## config.mk

```make
export PLATFORM = sky130hd
export DESIGN_NAME = dmsrc_lookup
export DESIGN_NICKNAME = d
export VERILOG_FILES = /design/src/sv/assert_macros.svh /design/src/sv/dmsrc_pkg.sv /design/src/sv/dmsrc_lookup.sv
export SDC_FILE = /design/constraint.sdc
export NUM_CORES = 1
export LEC_CHECK = 0
export ABC_AREA = 1
export BUFFER_PORTS_ARGS = -buffer_cell sky130_fd_sc_hd__buf_4
export CELL_PAD_IN_SITES_DETAIL_PLACEMENT = 1
export CELL_PAD_IN_SITES_GLOBAL_PLACEMENT = 2
export CORE_MARGIN = 2
export CORE_UTILIZATION = 18
export DETAILED_ROUTE_END_ITERATION = 8
export GPL_ROUTABILITY_DRIVEN = 0
export PLACE_DENSITY = 0.91
export SLEW_MARGIN = 40
export SYNTH_ARGS = -nofsm -noshare
export SYNTH_HDL_FRONTEND = slang
export SYNTH_SLANG_ARGS = --single-unit
```

## constraint.sdc

```tcl
create_clock -name clk -period 5.2 [get_ports clk]
set_input_delay 0.52 -clock clk [delete_from_list [all_inputs] [get_ports clk]]
set_output_delay 0.52 -clock clk [all_outputs]
set_load 0.03 [all_outputs]
```

## src/sv/assert_macros.svh

```systemverilog
// ----------------------------------------------------------------------------
// assertion macros
// concurrent assertion helpers, empty when building for synthesis
// ----------------------------------------------------------------------------
`ifndef ASSERT_MACROS_SVH
`define ASSERT_MACROS_SVH

`ifndef SYNTHESIS
// property checked at every rising edge, ignored while reset is asserted
`define ASSERT_PROP(label, clk, rst_n, prop, msg) \
	label: assert property (@(posedge clk) disable iff (!rst_n) (prop)) \
		else $error(msg);
// condition that must never hold outside reset
`define ASSERT_NEVER(label, clk, rst_n, cond, msg) \
	label: assert property (@(posedge clk) disable iff (!rst_n) !(cond)) \
		else $error(msg);
`else
`define ASSERT_PROP(label, clk, rst_n, prop, msg)
`define ASSERT_NEVER(label, clk, rst_n, cond, msg)
`endif

`endif

```

## src/sv/dmsrc_pkg.sv

```systemverilog
// ----------------------------------------------------------------------------
// dmsrc_pkg
// shared constants and types of the direct-mapped sealed result cache
// ----------------------------------------------------------------------------
`timescale 1ns / 1ps
`default_nettype none

package dmsrc_pkg;

	// slot index width and table depth
	localparam int INDEX_BITS = 10;
	localparam int SLOT_COUNT = 1 << INDEX_BITS;

	// field widths
	localparam int KEY_W     = 64;
	localparam int PAYLOAD_W = 64;
	localparam int GEN_W     = 32;
	localparam int CMD_W     = 2;
	localparam int TAG_W     = 2 * KEY_W;
	localparam int DATA_W    = GEN_W + PAYLOAD_W;

	// command codes
	localparam logic [CMD_W-1:0] CMD_LOOKUP    = 2'd0;
	localparam logic [CMD_W-1:0] CMD_INSERT    = 2'd1;
	localparam logic [CMD_W-1:0] CMD_CLEAR_ONE = 2'd2;
	localparam logic [CMD_W-1:0] CMD_CLEAR_ALL = 2'd3;

	// generation after reset and for never-written slots
	localparam logic [GEN_W-1:0] GEN_START = 32'd1;
	localparam logic [GEN_W-1:0] GEN_NONE  = 32'd0;

	// one word of the data memory
	typedef struct packed {
		logic [GEN_W-1:0]     gen;
		logic [PAYLOAD_W-1:0] payload;
	} slot_data_t;

	// request held in the read stage
	typedef struct packed {
		logic             valid;
		logic             lookup;
		logic [KEY_W-1:0] key_low;
		logic [KEY_W-1:0] key_high;
	} stage_t;

endpackage

`default_nettype wire

```

## src/sv/dmsrc_lookup.sv

```systemverilog
// ----------------------------------------------------------------------------
// dmsrc_lookup
// tag and generation compare plus the result register of the master side
// ----------------------------------------------------------------------------
`timescale 1ns / 1ps
`default_nettype none

module dmsrc_lookup
	import dmsrc_pkg::*;
(
	input  wire logic                 clk,
	input  wire logic                 arst_n,
	input  wire stage_t               stage,
	input  wire logic [TAG_W-1:0]     tag_rd,
	input  wire slot_data_t           data_rd,
	input  wire logic [GEN_W-1:0]     generation,
	input  wire logic                 out_ready,
	output logic                      out_free,
	output logic                      out_valid,
	output logic                      out_hit,
	output logic [PAYLOAD_W-1:0]      out_payload
);

	logic                 valid_q;
	logic                 hit_q;
	logic [PAYLOAD_W-1:0] payload_q;
	logic                 hit_d;

	// result register can take a new transaction
	assign out_free = !valid_q || out_ready;

	// hit needs both signature words and the current generation
	assign hit_d = stage.lookup && (data_rd.gen == generation) &&
		(tag_rd == {stage.key_high, stage.key_low});

	always_ff @(posedge clk or negedge arst_n) begin
		if (!arst_n) begin
			valid_q <= 1'b0;
		end else if (out_free) begin
			valid_q <= stage.valid;
		end
	end

	// result payload, zero on miss
	always_ff @(posedge clk) begin
		if (out_free && stage.valid) begin
			hit_q     <= hit_d;
			payload_q <= hit_d ? data_rd.payload : '0;
		end
	end

	assign out_valid   = valid_q;
	assign out_hit     = hit_q;
	assign out_payload = payload_q;

endmodule

`default_nettype wire

```

# After elaboration in Yosys (flattened, before gate mapping)
# Index checks and enable logic that the tools add are counted.
dict set report word_totals {
  memories 0
  word_cells 10
  rom_bits 0
  input_bits 389
  ramBits 0
  ff_bits 66
  out_inout_bits 67
  latch_bits 0
}
dict set report classes {
  n_bitwise 0
  multipliers 0
  div 0
  shifts 0
  n_reduce_logical 5
  order_cmp 0
  n_mux 0
  addsub 0
  eq_ne 2
}
# op count
set op_table {}
lappend op_table {{128-bit == test} 1}
lappend op_table {{32-bit == test} 1}
lappend op_table {{1-bit logical AND} 3}
lappend op_table {{1-bit logical NOT} 1}
lappend op_table {{1-bit logical OR} 1}

# Logic depth before layout (Yosys ltp)
# Gate-level depths: netlist (run 1).
dict set report logic_depth {
  word_depth 3
  mapped_depth 14
}

# Worst setup path after synthesis (run 1)
# No wires, ideal clock.
dict set report synth_timing {
  path_type {register to register}
  startpoint {register valid_q (netlist: out_valid)}
  endpoint {register hit_q (netlist: out_hit) (enable)}
  t_arrival_ns 3.724
  n_path_buf 0
  t_required_ns 4.691
  path_stages_with_launch 2
  slack_ns 0.967
  setup_ns 0.509
  path_cell_list {dfrtp_1 a21oi_1}
}
dict set report synth_via {
  elab_chain_len 3
}
# element line
set synth_rtl {}
lappend synth_rtl {{from (decl)} dmsrc_lookup.sv:24} ;# logic valid_q;
lappend synth_rtl {{from (signal assigned)} dmsrc_lookup.sv:40} ;# valid_q <= stage.valid;
lappend synth_rtl {{1-bit logical NOT} dmsrc_lookup.sv:30} ;# assign out_free = !valid_q || out_ready;
lappend synth_rtl {{1-bit logical OR} dmsrc_lookup.sv:30}
lappend synth_rtl {{1-bit logical AND} dmsrc_lookup.sv:46} ;# if (out_free && stage.valid) begin
lappend synth_rtl {{to (signal assigned)} dmsrc_lookup.sv:47} ;# hit_q <= hit_d;
lappend synth_rtl {{to (decl)} dmsrc_lookup.sv:25} ;# logic hit_q;
# No other way between the ends.
# A chain may end at the register's enable or synchronous reset.

# Worst setup path in the final report (run 1)
dict set report layout_timing {
  startpoint {input tag_rd[29]}
  endpoint {register payload_q[42] (netlist: out_payload[42]) (data pin)}
}
dict set report layout_via {
  elab_chain_len 2
}
# element line
set layout_rtl {}
lappend layout_rtl {{from (decl)} dmsrc_lookup.sv:14} ;# input wire logic [TAG_W-1:0] tag_rd,
lappend layout_rtl {{128-bit == test} dmsrc_lookup.sv:34} ;# (tag_rd == {stage.key_high, stage.key_low});
lappend layout_rtl {{1-bit logical AND} dmsrc_lookup.sv:33} ;# assign hit_d = stage.lookup && (data_rd.gen == generation) &&
lappend layout_rtl {{to (signal assigned)} dmsrc_lookup.sv:48} ;# payload_q <= hit_d ? data_rd.payload : '0;
lappend layout_rtl {{to (decl)} dmsrc_lookup.sv:26} ;# logic [PAYLOAD_W-1:0] payload_q;
# No other way between the ends.

==> qor.txt, run 1 <==
Post-synth EDFFs = 65
Seq/Total Area, Yosys = 33.8%
Die X-Extent = 184 microns
Total number of vias = 6990
TritonRoute pass-1 iters = 4
Synth Register Bits = 66
Routed vias/inst = 3.74
Final HPWL DP = 24900 microns
RR Startpoint = out_valid
Non-filler instance count after layout = 1871
Worst hold start = stage[129]
Finished Cell Area = 10200 sq um
Max Cap Viol = 0
Share of the synthesized area in the top cell type = 33.3%
Placed cells = 1852
Post-CTS setup buffers = 0
Yosys cell types = 23
Post-Route WL = 27300 microns
Reg2Reg Setup Slack = 3720 ps
Synth Area per Inst = 6.10 sq um
Row cnt = 66
Worst endpoint data arrival time = 2690 ps
Worst Tran Pin Value = 597 ps
TritonCTS buffer count = 9
Overflow after GRT = 0
Clk slew on worst S/H paths = 50 ps
H-tree levels = 3
Post-Synthesis Cells = 960
Crit. End Element = flip-flop
CTS max path bufs = 2
Mapped Nets = 1349
Setup violations, final = 0
R2R Path End = out_payload[18]
Vias in the first global route = 7347
Async SR Flop Fraction = 1.52%
Overall power = 1.87 mW
Place WS = 1850 ps
Slew Viols, Final = 0
Core area = 32300 sq um
Iteration-0 DRC Markers = 129
Fin crit period = 2500 ps
Register-to-Register Path Depth = 2
# nets final = 1812
Pleak = 5.99 nW
Clock latency on the worst-skew pair = 330 ps
Critical path peak fanout = 27
Drt wl/cell = 14.6 microns
Highest clock rate = 401 MHz
Max IR drop VDD = 0.000177 V
Io pins = 456
Most used DFF post-synth = edfxtp_1
Root buf cell = clkbuf_16
Hold WS = 424 ps
Placed Area = 9780 sq um
Initial core utilization = 18.1%
Clock tree from TritonCTS = built
Detail Route Antenna Nets = 0
Required @ worst endpoint = 5390 ps
Die footprint = 34000 sq um
TritonCTS Sinks = 66
RSZ-0062 raised after global routing = false
Synth warnings = 0
Initial antenna violation count = 3
Worst setup path category = primary input to flip-flop
Setup TNS = 0 ps
Hold Path Class = primary input to flip-flop
Synthesized area = 5860 sq um
Relative slew slack = 60.2%
WHS Endpoint = out_valid
First-pass GRT wire length = 38800 microns
Fin crit share = 48.0%
# DRC = 0
Pwr Density = 184 nW/um^2
Synth-to-Final Area Change = 73.5%
Area leader, netlist = edfxtp_1
Largest cells by area after synthesis = edfxtp_1, inv_1, nand2_1
Run status = complete, no violations
Startpoint Class = primary input
Largest net degree at the start of global routing = 66
Share of cells above drive strength 1 = 37.1%
Final worst setup slack = 2700 ps
Clock skew = 4.64 ps
GRT Total Usage = 15.2%
I/O Buffers = 455
Worst hold path depth = 3
Die H = 184 microns
Synth cell count leaders = inv_1, nand2_1, nor2_1
Post-layout util = 31.5%
Final hold vios = 0
==> final cells by class <==
type | count | area (sq um)
clock buffers | 12 | 246
flip-flops and latches | 66 | 1980
repair buffers | 459 | 3460
inverters | 334 | 1250
fillers | 4164 | 22100
multi-input cells | 553 | 2570
well taps | 442 | 553
clock inverters | 4 | 98.8
diodes | 1 | 2.50
==> per-layer routing <==
metal  global-route usage (%)  wire (microns)  vias to the layer above
li1                         -               -                     3619
met1                     14.4            9270                     3031
met2                     30.9           14900                      306
met3                     4.23            2470                       34
met4                     5.15             654                        0
met5                        0               0                        -
==> how the worst max path moves through the flow <==
stage | cells past startpoint | startpoint | end
6_report | 11 | tag_rd[29] | out_payload[42]
5_1_grt | 14 | stage[113] | out_payload[42]
4_1_cts | 9 | stage[50] | out_payload[42]
3_5_place_dp | 9 | stage[50] | out_payload[42]
3_3_place_gp | 9 | tag_rd[80] | out_payload[13]
2_1_floorplan | 1 | out_valid | out_hit
==> sequential cells by signal (all words and copies together), names as in the netlist <==
| name | flops |
|---|---|
| out_payload | 64 |
| out_hit | 1 |
| out_valid | 1 |
==> cells by family (layout without fill, tap and decap cells) <==
group / Yosys count / in the layout / synth area share, %
AND/OR/NAND/NOR: 477 / 477 / 34.4
buffers and inverters: 341 / 809 / 22.9
flip-flops: 66 / 66 / 33.8
AO/OA/AOI/OAI: 39 / 39 / 3.38
XOR/XNOR: 37 / 37 / 5.53
other: 0 / 1 / 0
==> placed cells by master, fill, tap and decap left out, types with 2 or more instances in the layout <==
cell type and instances:
o21ai_1 19, o21ai_0 18, buf_4 456, xor2_1 4, nand3_1 3, nand4_1 17
nor2_2 40, inv_1 329, xnor2_1 33, nor2_1 73, clkbuf_1 2, bufinv_16 3
nand2_1 329, clkbuf_16 9, nor2_4 9, edfxtp_1 65, or2_2 2, inv_2 4
==> power by group <==
group / switching (mW) / total [mW] / internal [mW]
clock: 0.214 / 0.696 / 0.482
sequential: 0.00655 / 0.611 / 0.605
combinational: 0.265 / 0.559 / 0.294
==> critical path, stage by stage <==
cell and delay, ps:
buf_4 110, nand2_1 160, o21ai_1 120, nor2_1 160, nand2_1 80, nor2_1 110
nand3_1 100, nor2_1 320, nand3_4 450, buf_4 410, nor2_2 100
==> timing repair <==
action,4_1_cts,5_1_grt
resized for setup,0,0
setup endpoints to repair,0,0
hold buffers,1,0
endpoints found under the hold margin,1,0
(Power assumes the default switching activity.)
==> inputs of run 2 (changes only) <==
Clock period 5.2 ns to 2.36 ns, I/O delays scaled along.
==> run 2 against run 1 <==
Compared with the run above: first-iteration DRC count decreased by 16%; sequential cell count unchanged; sequential share of layout area about the same; final cell count increased by 0.11%; sequential power increased by 120%; global-route usage increased by 0.25 points; register-to-register slack got worse by 2700 ps; critical path type unchanged; highest routed layer unchanged.
==> qor.txt, run 2 (synthesis gave the netlist of run 1 again) <==
Fin crit period = 1800 ps
M2 GR Usage = 31.3% (was 30.9%)
Worst Tran Pin Value = 387 ps (was 597 ps)
Run status = complete, no violations (unchanged)
Clk slew on worst S/H paths = 50 ps (about the same)
Clock latency on the worst-skew pair = 330 ps (about the same)
Crit-path slowest cell = buf_4 (was nand3_4)
TritonCTS buffer count = 9 (unchanged)
Fin crit share = 76.2%
Synth-to-Final Area Change = 73.2% (was 73.5%)
Crit path cell chain = buf_4, nand2_1, o21ai_1, inv_1, nand2_1, nor2_1, nand2_1, nor2_1, nand2_1, nor2_1, nand3_4, buf_4, nor2_1 (was buf_4, nand2_1, o21ai_1, nor2_1, nand2_1, nor2_1, nand3_1, nor2_1, nand3_4, buf_4, nor2_2)
I/O Buffers = 455 (unchanged)
Routed vias/inst = 3.73 (was 3.74)
Max Cap Viol = 0 (unchanged)
M3 GR Usage = 4.25% (was 4.23%)
Final hold vios = 0 (unchanged)
Initial antenna violation count = 3 (unchanged)
Worst endpoint data arrival time = 1980 ps (was 2690 ps)
Io pins = 456 (unchanged)
Core area = 32300 sq um (unchanged)
TritonCTS Sinks = 66 (unchanged)
Largest register FFs = 64 (unchanged)
Drt wl/cell = 14.6 microns (about the same)
Initial core utilization = 18.1% (unchanged)
Detail Route Antenna Nets = 0 (unchanged)
Met1 Use GR = 15.0% (was 14.4%)
Critical path peak fanout = 22 (was 27)
Commonest non-fill, non-tap cell in the layout = buf_4 (unchanged)
Hold Path Class = primary input to flip-flop (unchanged)
Final HPWL DP = 25000 microns (was 24900 microns)
Share of cells above drive strength 1 = 37.0% (was 37.1%)
Vias in the first global route = 7301 (was 7347)
Most frequent cells in the layout = buf_4, inv_1, nand2_1, nor2_1, edfxtp_1 (unchanged)
TritonRoute pass-1 iters = 4 (unchanged)
Placed Area = 9820 sq um (was 9780 sq um)
# DRC = 0 (unchanged)
Post-Route WL = 27300 microns (about the same)
First-pass GRT wire length = 39300 microns (was 38800 microns)
Row cnt = 66 (unchanged)
PostCTS Resize Cnt = 0 (unchanged)
Clock skew = 4.55 ps (was 4.64 ps)
Highest clock rate = 556 MHz
Die H = 184 microns (unchanged)
Total number of vias = 6982 (was 6990)
CTS max path bufs = 2 (unchanged)
Overall power = 3.98 mW (was 1.87 mW)
Root buf cell = clkbuf_16 (unchanged)
GR peak layer = met2 (unchanged)
Overflow after GRT = 0 (unchanged)
Pwr Density = 392 nW/um^2 (was 184 nW/um^2)
Finished Cell Area = 10100 sq um (was 10200 sq um)
# nets final = 1813 (was 1812)
Pleak = 5.98 nW (was 5.99 nW)
Clock tree from TritonCTS = built (unchanged)
Crit path max-delay family = simple AND/OR/NAND/NOR gates (unchanged)
H-tree levels = 3 (unchanged)
Setup violations, final = 0 (unchanged)
GRT Total Usage = 15.5% (was 15.2%)
Worst setup path category = primary input to flip-flop (unchanged)
Startpoint Class = primary input (unchanged)
Required @ worst endpoint = 2540 ps (was 5390 ps)
Slew Viols, Final = 0 (unchanged)
Relative slew slack = 73.9% (was 60.2%)
Max IR drop VDD = 0.000315 V (was 0.000177 V)
Worst path bufs/invs = 3 (was 2)
Largest net degree at the start of global routing = 66 (unchanged)
RSZ-0062 raised after global routing = false (unchanged)
Die footprint = 34000 sq um (unchanged)
Fillcell total = 4121 (was 4164)
Iteration-0 DRC Markers = 108 (was 129)
Crit. End Element = flip-flop (unchanged)
Die X-Extent = 184 microns (unchanged)
Largest stage delay, worst path = 250 ps (was 450 ps)
run 2: tightest hold or removal path: stages:
cell     delay [ps]
buf_4            80
inv_1            60
nand2_1          80
run 2: metrics by stage:
stage	TNS (ps)	hold slack, ps	setup WS [ps]	util, %	cells
after floorplan	0	-59.6	271	-	960
after global placement	0	13.8	31.3	30.4	1854
after detailed placement	-9.92	14.5	-9.92	30.4	1854
after CTS	0	166	327	31.4	1870
after global routing	0	179	260	31.4	1871
final	0	170	562	31.4	1873
run 2: power by group:
part	switching, mW	internal (mW)
registers	0.0155	1.33
logic	0.587	0.652
clock network	0.474	0.916
run 2: worst paths after layout:
| check | from | to | slack (ps) | cells past startpoint |
|---|---|---|---|---|
| hold reg to reg | out_valid | out_valid | 690 | 2 |
| setup reg to reg | out_valid | out_payload[48] | 1000 | 2 |
| max in group asynchronous | arst_n | out_valid | 2040 | 2 |
| setup / recovery | tag_rd[49] | out_payload[4] | 560 | 13 |
| min in group asynchronous | arst_n | out_valid | 240 | 2 |
| hold / removal | stage[129] | out_valid | 170 | 3 |
run 2: what timing repair did:
action | in CTS | in global routing
buffers inserted | 0 | 0
endpoints found under the hold margin | 1 | 0
hold buffers | 1 | 0
run 2: per-layer routing:
| layer | wire [microns] | vias up | part of all wire (%) |
|---|---|---|---|
| li1 | - | 3627 | - |
| met2 | 14900 | 298 | 54 |
| met1 | 9340 | 3031 | 34 |
| met3 | 2570 | 26 | 9.4 |
| met4 | 551 | 0 | 2.0 |
| met5 | 0 | - | 0 |
run 2: cell type report:
class / instances / area (sq um) / area share, %
multi-input combinational: 553 / 2560 / 25.3
clock inverter: 5 / 80.1 / 0.790
inverter: 334 / 1250 / 12.4
clock buffer: 10 / 229 / 2.26
sequential: 66 / 1980 / 19.5
antenna: 3 / 7.51 / 0.0740
timing repair buffer: 460 / 3480 / 34.3
tap: 442 / 553 / 5.45
==> inputs of run 3 (changes only) <==
Settings changed: CORE_UTILIZATION 18 to 16, PLACE_DENSITY 0.91 to 0.86.
Clock period 2.36 ns to 1.5 ns, I/O delays scaled along.
==> run 3 against run 2 <==
Compared with the run above: combinational power up 72%; cell area up 7.7%; the run now ends with negative setup slack left; global-route usage down 0.93 points; non-clock buffer count up 23; sequential share of layout area down 1.4 points; clock power up 53%; clock skew up 1.9 ps.
==> qor.txt, run 3 (synthesis gave the netlist of run 1 again) <==
Clk pwr share = 33.3% (was 35.0%)
Post-layout util = 30.1% (was 31.4%)
Pwr Density = 584 nW/um^2 (was 392 nW/um^2)
Reg2Reg Setup Slack = 200 ps (was 1000 ps)
Worst setup path category = primary input to flip-flop (unchanged)
Overall power = 6.38 mW (was 3.98 mW)
Most frequent cells in the layout = buf_4, inv_1, nand2_1, edfxtp_1, nor2_2 (was buf_4, inv_1, nand2_1, nor2_1, edfxtp_1)
Clock skew = 6.42 ps (was 4.55 ps)
Setup TNS = -10.4 ps (was 0 ps)
Commonest non-fill, non-tap cell in the layout = buf_4 (unchanged)
TritonCTS Sinks = 66 (unchanged)
TritonRoute pass-1 iters = 4 (unchanged)
Crit path top cell by count = buf_4
RSZ-0062 raised after global routing = true (was false)
Max IR drop VDD = 0.000430 V (was 0.000315 V)
CTS max path bufs = 2 (unchanged)
Crit. End Element = flip-flop (unchanged)
Combinational Power Share = 33.4% (was 31.2%)
R2R Path End = out_payload[49] (was out_payload[48])
Share of cells above drive strength 1 = 44.3% (was 37.0%)
Pleak = 6.21 nW (was 5.98 nW)
Post-Route WL = 28900 microns (was 27300 microns)
Overflow after GRT = 0 (unchanged)
Startpoint Class = primary input (unchanged)
Slew Viols, Final = 0 (unchanged)
Relative slew slack = 75.9% (was 73.9%)
Crit path cell chain = buf_4, inv_1, o21ai_1, buf_4, nor2_4, nand2_2, nor2_2, nand3_1, nor2_1, buf_4, nand3_4, buf_12, buf_16, nor2_4 (was buf_4, nand2_1, o21ai_1, inv_1, nand2_1, nor2_1, nand2_1, nor2_1, nand2_1, nor2_1, nand3_4, buf_4, nor2_1)
Worst endpoint data arrival time = 1700 ps (was 1980 ps)
Fin crit period = 1510 ps
Largest net degree at the start of global routing = 66 (unchanged)
Die X-Extent = 195 microns (was 184 microns)
Die H = 195 microns (was 184 microns)
Max Cap Viol = 0 (unchanged)
Largest stage delay, worst path = 170 ps (was 250 ps)
WP depth = 14 (was 13)
Failing checks = negative setup slack
Register-to-Register Path Depth = 2 (unchanged)
Total number of vias = 7257 (was 6982)
Internal = 4.49 mW (was 2.90 mW)
Setup violations, final = 1 (was 0)
First-pass GRT wire length = 42600 microns (was 39300 microns)
Critical path peak fanout = 7 (was 22)
Worst setup path endpoint = out_payload[49] (was out_payload[4])
Run status = complete, but fails checks (was complete, no violations)
GRT Total Usage = 14.5% (was 15.5%)
Synth-to-Final Area Change = 86.6% (was 73.2%)
Row cnt = 70 (was 66)
Initial antenna violation count = 0 (was 3)
Crit-path slowest cell = buf_12 (was buf_4)
Clk slew on worst S/H paths = 60 ps (was 50 ps)
Fin crit share = 101%
Worst Tran Pin Value = 361 ps (was 387 ps)
Detail Route Antenna Nets = 0 (unchanged)
Die footprint = 38100 sq um (was 34000 sq um)
Antenna diode count = 0 (was 3)
Drt wl/cell = 15.0 microns (was 14.6 microns)
Initial core utilization = 16.1% (was 18.1%)
# DRC = 0 (unchanged)
Final hold vios = 0 (unchanged)
Final worst setup slack = -10.4 ps (was 562 ps)
Vias in the first global route = 7959 (was 7301)
Worst path bufs/invs = 6 (was 3)
Crit path max-delay family = buffers and inverters (was simple AND/OR/NAND/NOR gates)
# nets final = 1836 (was 1813)
Core area = 36300 sq um (was 32300 sq um)
Final HPWL DP = 25600 microns (was 25000 microns)
Iteration-0 DRC Markers = 114 (was 108)
Required @ worst endpoint = 1690 ps (was 2540 ps)
Clock latency on the worst-skew pair = 330 ps (about the same)
H-tree levels = 3 (unchanged)
Root buf cell = clkbuf_16 (unchanged)
TritonCTS buffer count = 9 (unchanged)
Io pins = 456 (unchanged)
Largest register FFs = 64 (unchanged)
Routed vias/inst = 3.78 (was 3.73)
Clock tree from TritonCTS = built (unchanged)
I/O Buffers = 455 (unchanged)
Reg power frac = 33.3% (was 33.9%)
Crit path launch = data_rd[70] (was tag_rd[49])
RR Startpoint = out_valid (unchanged)
Psw = 1.88 mW (was 1.08 mW)
Hold Path Class = primary input to flip-flop (unchanged)
Net Sw Frac = 29.5% (was 27.1%)
Highest clock rate = 662 MHz
run 3: cell count changes in the layout (fill, tap and decap cells not counted), sizes merged:
cell      delta
buf         +23
bufinv       -1
clkbuf       -1
clkinv       +2
clkinvlp     +1
diode        -3
run 3: power by group through the flow:
stage                     logic (mW)  clock network [mW]  registers (mW)
final                           2.13                2.12            2.12
after global placement          1.99                   0            2.16
after detailed placement        2.03                   0            2.16
after CTS                       2.08                2.17            2.12
after floorplan                0.618                   0            2.30
after global routing            2.35                2.23            2.13
run 3: layer usage:
| layer | global-route usage [%] | routed length, microns |
|---|---|---|
| met4 | 3.48 | 578 |
| met1 | 14.4 | 10200 |
| met3 | 3.99 | 2350 |
| met5 | 0 | 0 |
| met2 | 29.5 | 15700 |
run 3: timing repair:
item	CTS	global route
buffers inserted	3	1
hold endpoints to repair	1	0
hold buffers	1	0
pin swaps	26	55
resized for setup	66	95
cloned	4	0
endpoints found under the setup margin	65	65
run 3: per-stage QoR:
stage	std cells	cell area, sq um	hold slack, ps	setup WS, ps
2_1_floorplan	960	5870	-146	-544
3_3_place_gp	1898	9980	-72.9	-739
3_5_place_dp	1898	9980	-71.6	-772
4_1_cts	1921	10700	44.3	-60.8
5_1_grt	1920	10900	56.4	-115
6_report	1920	10900	53.5	-10.4
run 3: how the worst min path moves through the flow:
stage	startpoint	endpoint	slack, ps	cells after the start
global placement	arst_n	out_valid	-70	1
detailed placement	arst_n	out_valid	-70	1
finish	stage[129]	out_valid	50	3
global route	stage[129]	out_valid	60	3
CTS	stage[129]	out_valid	40	3
floorplan	arst_n	out_valid	-150	0
run 3: final cells by class:
class / count / area (sq um)
well taps: 468 / 586
inverters: 334 / 1270
clock inverters: 7 / 78.8
clock buffers: 9 / 225
flip-flops and latches: 66 / 1980
fillers: 4621 / 25400
multi-input cells: 553 / 2980
repair buffers: 483 / 3810
run 3: worst reg2reg max path, stage by stage (launching register included):
cell and delay [ps]:
dfrtp_2 430, a21oi_4 160, buf_12 330
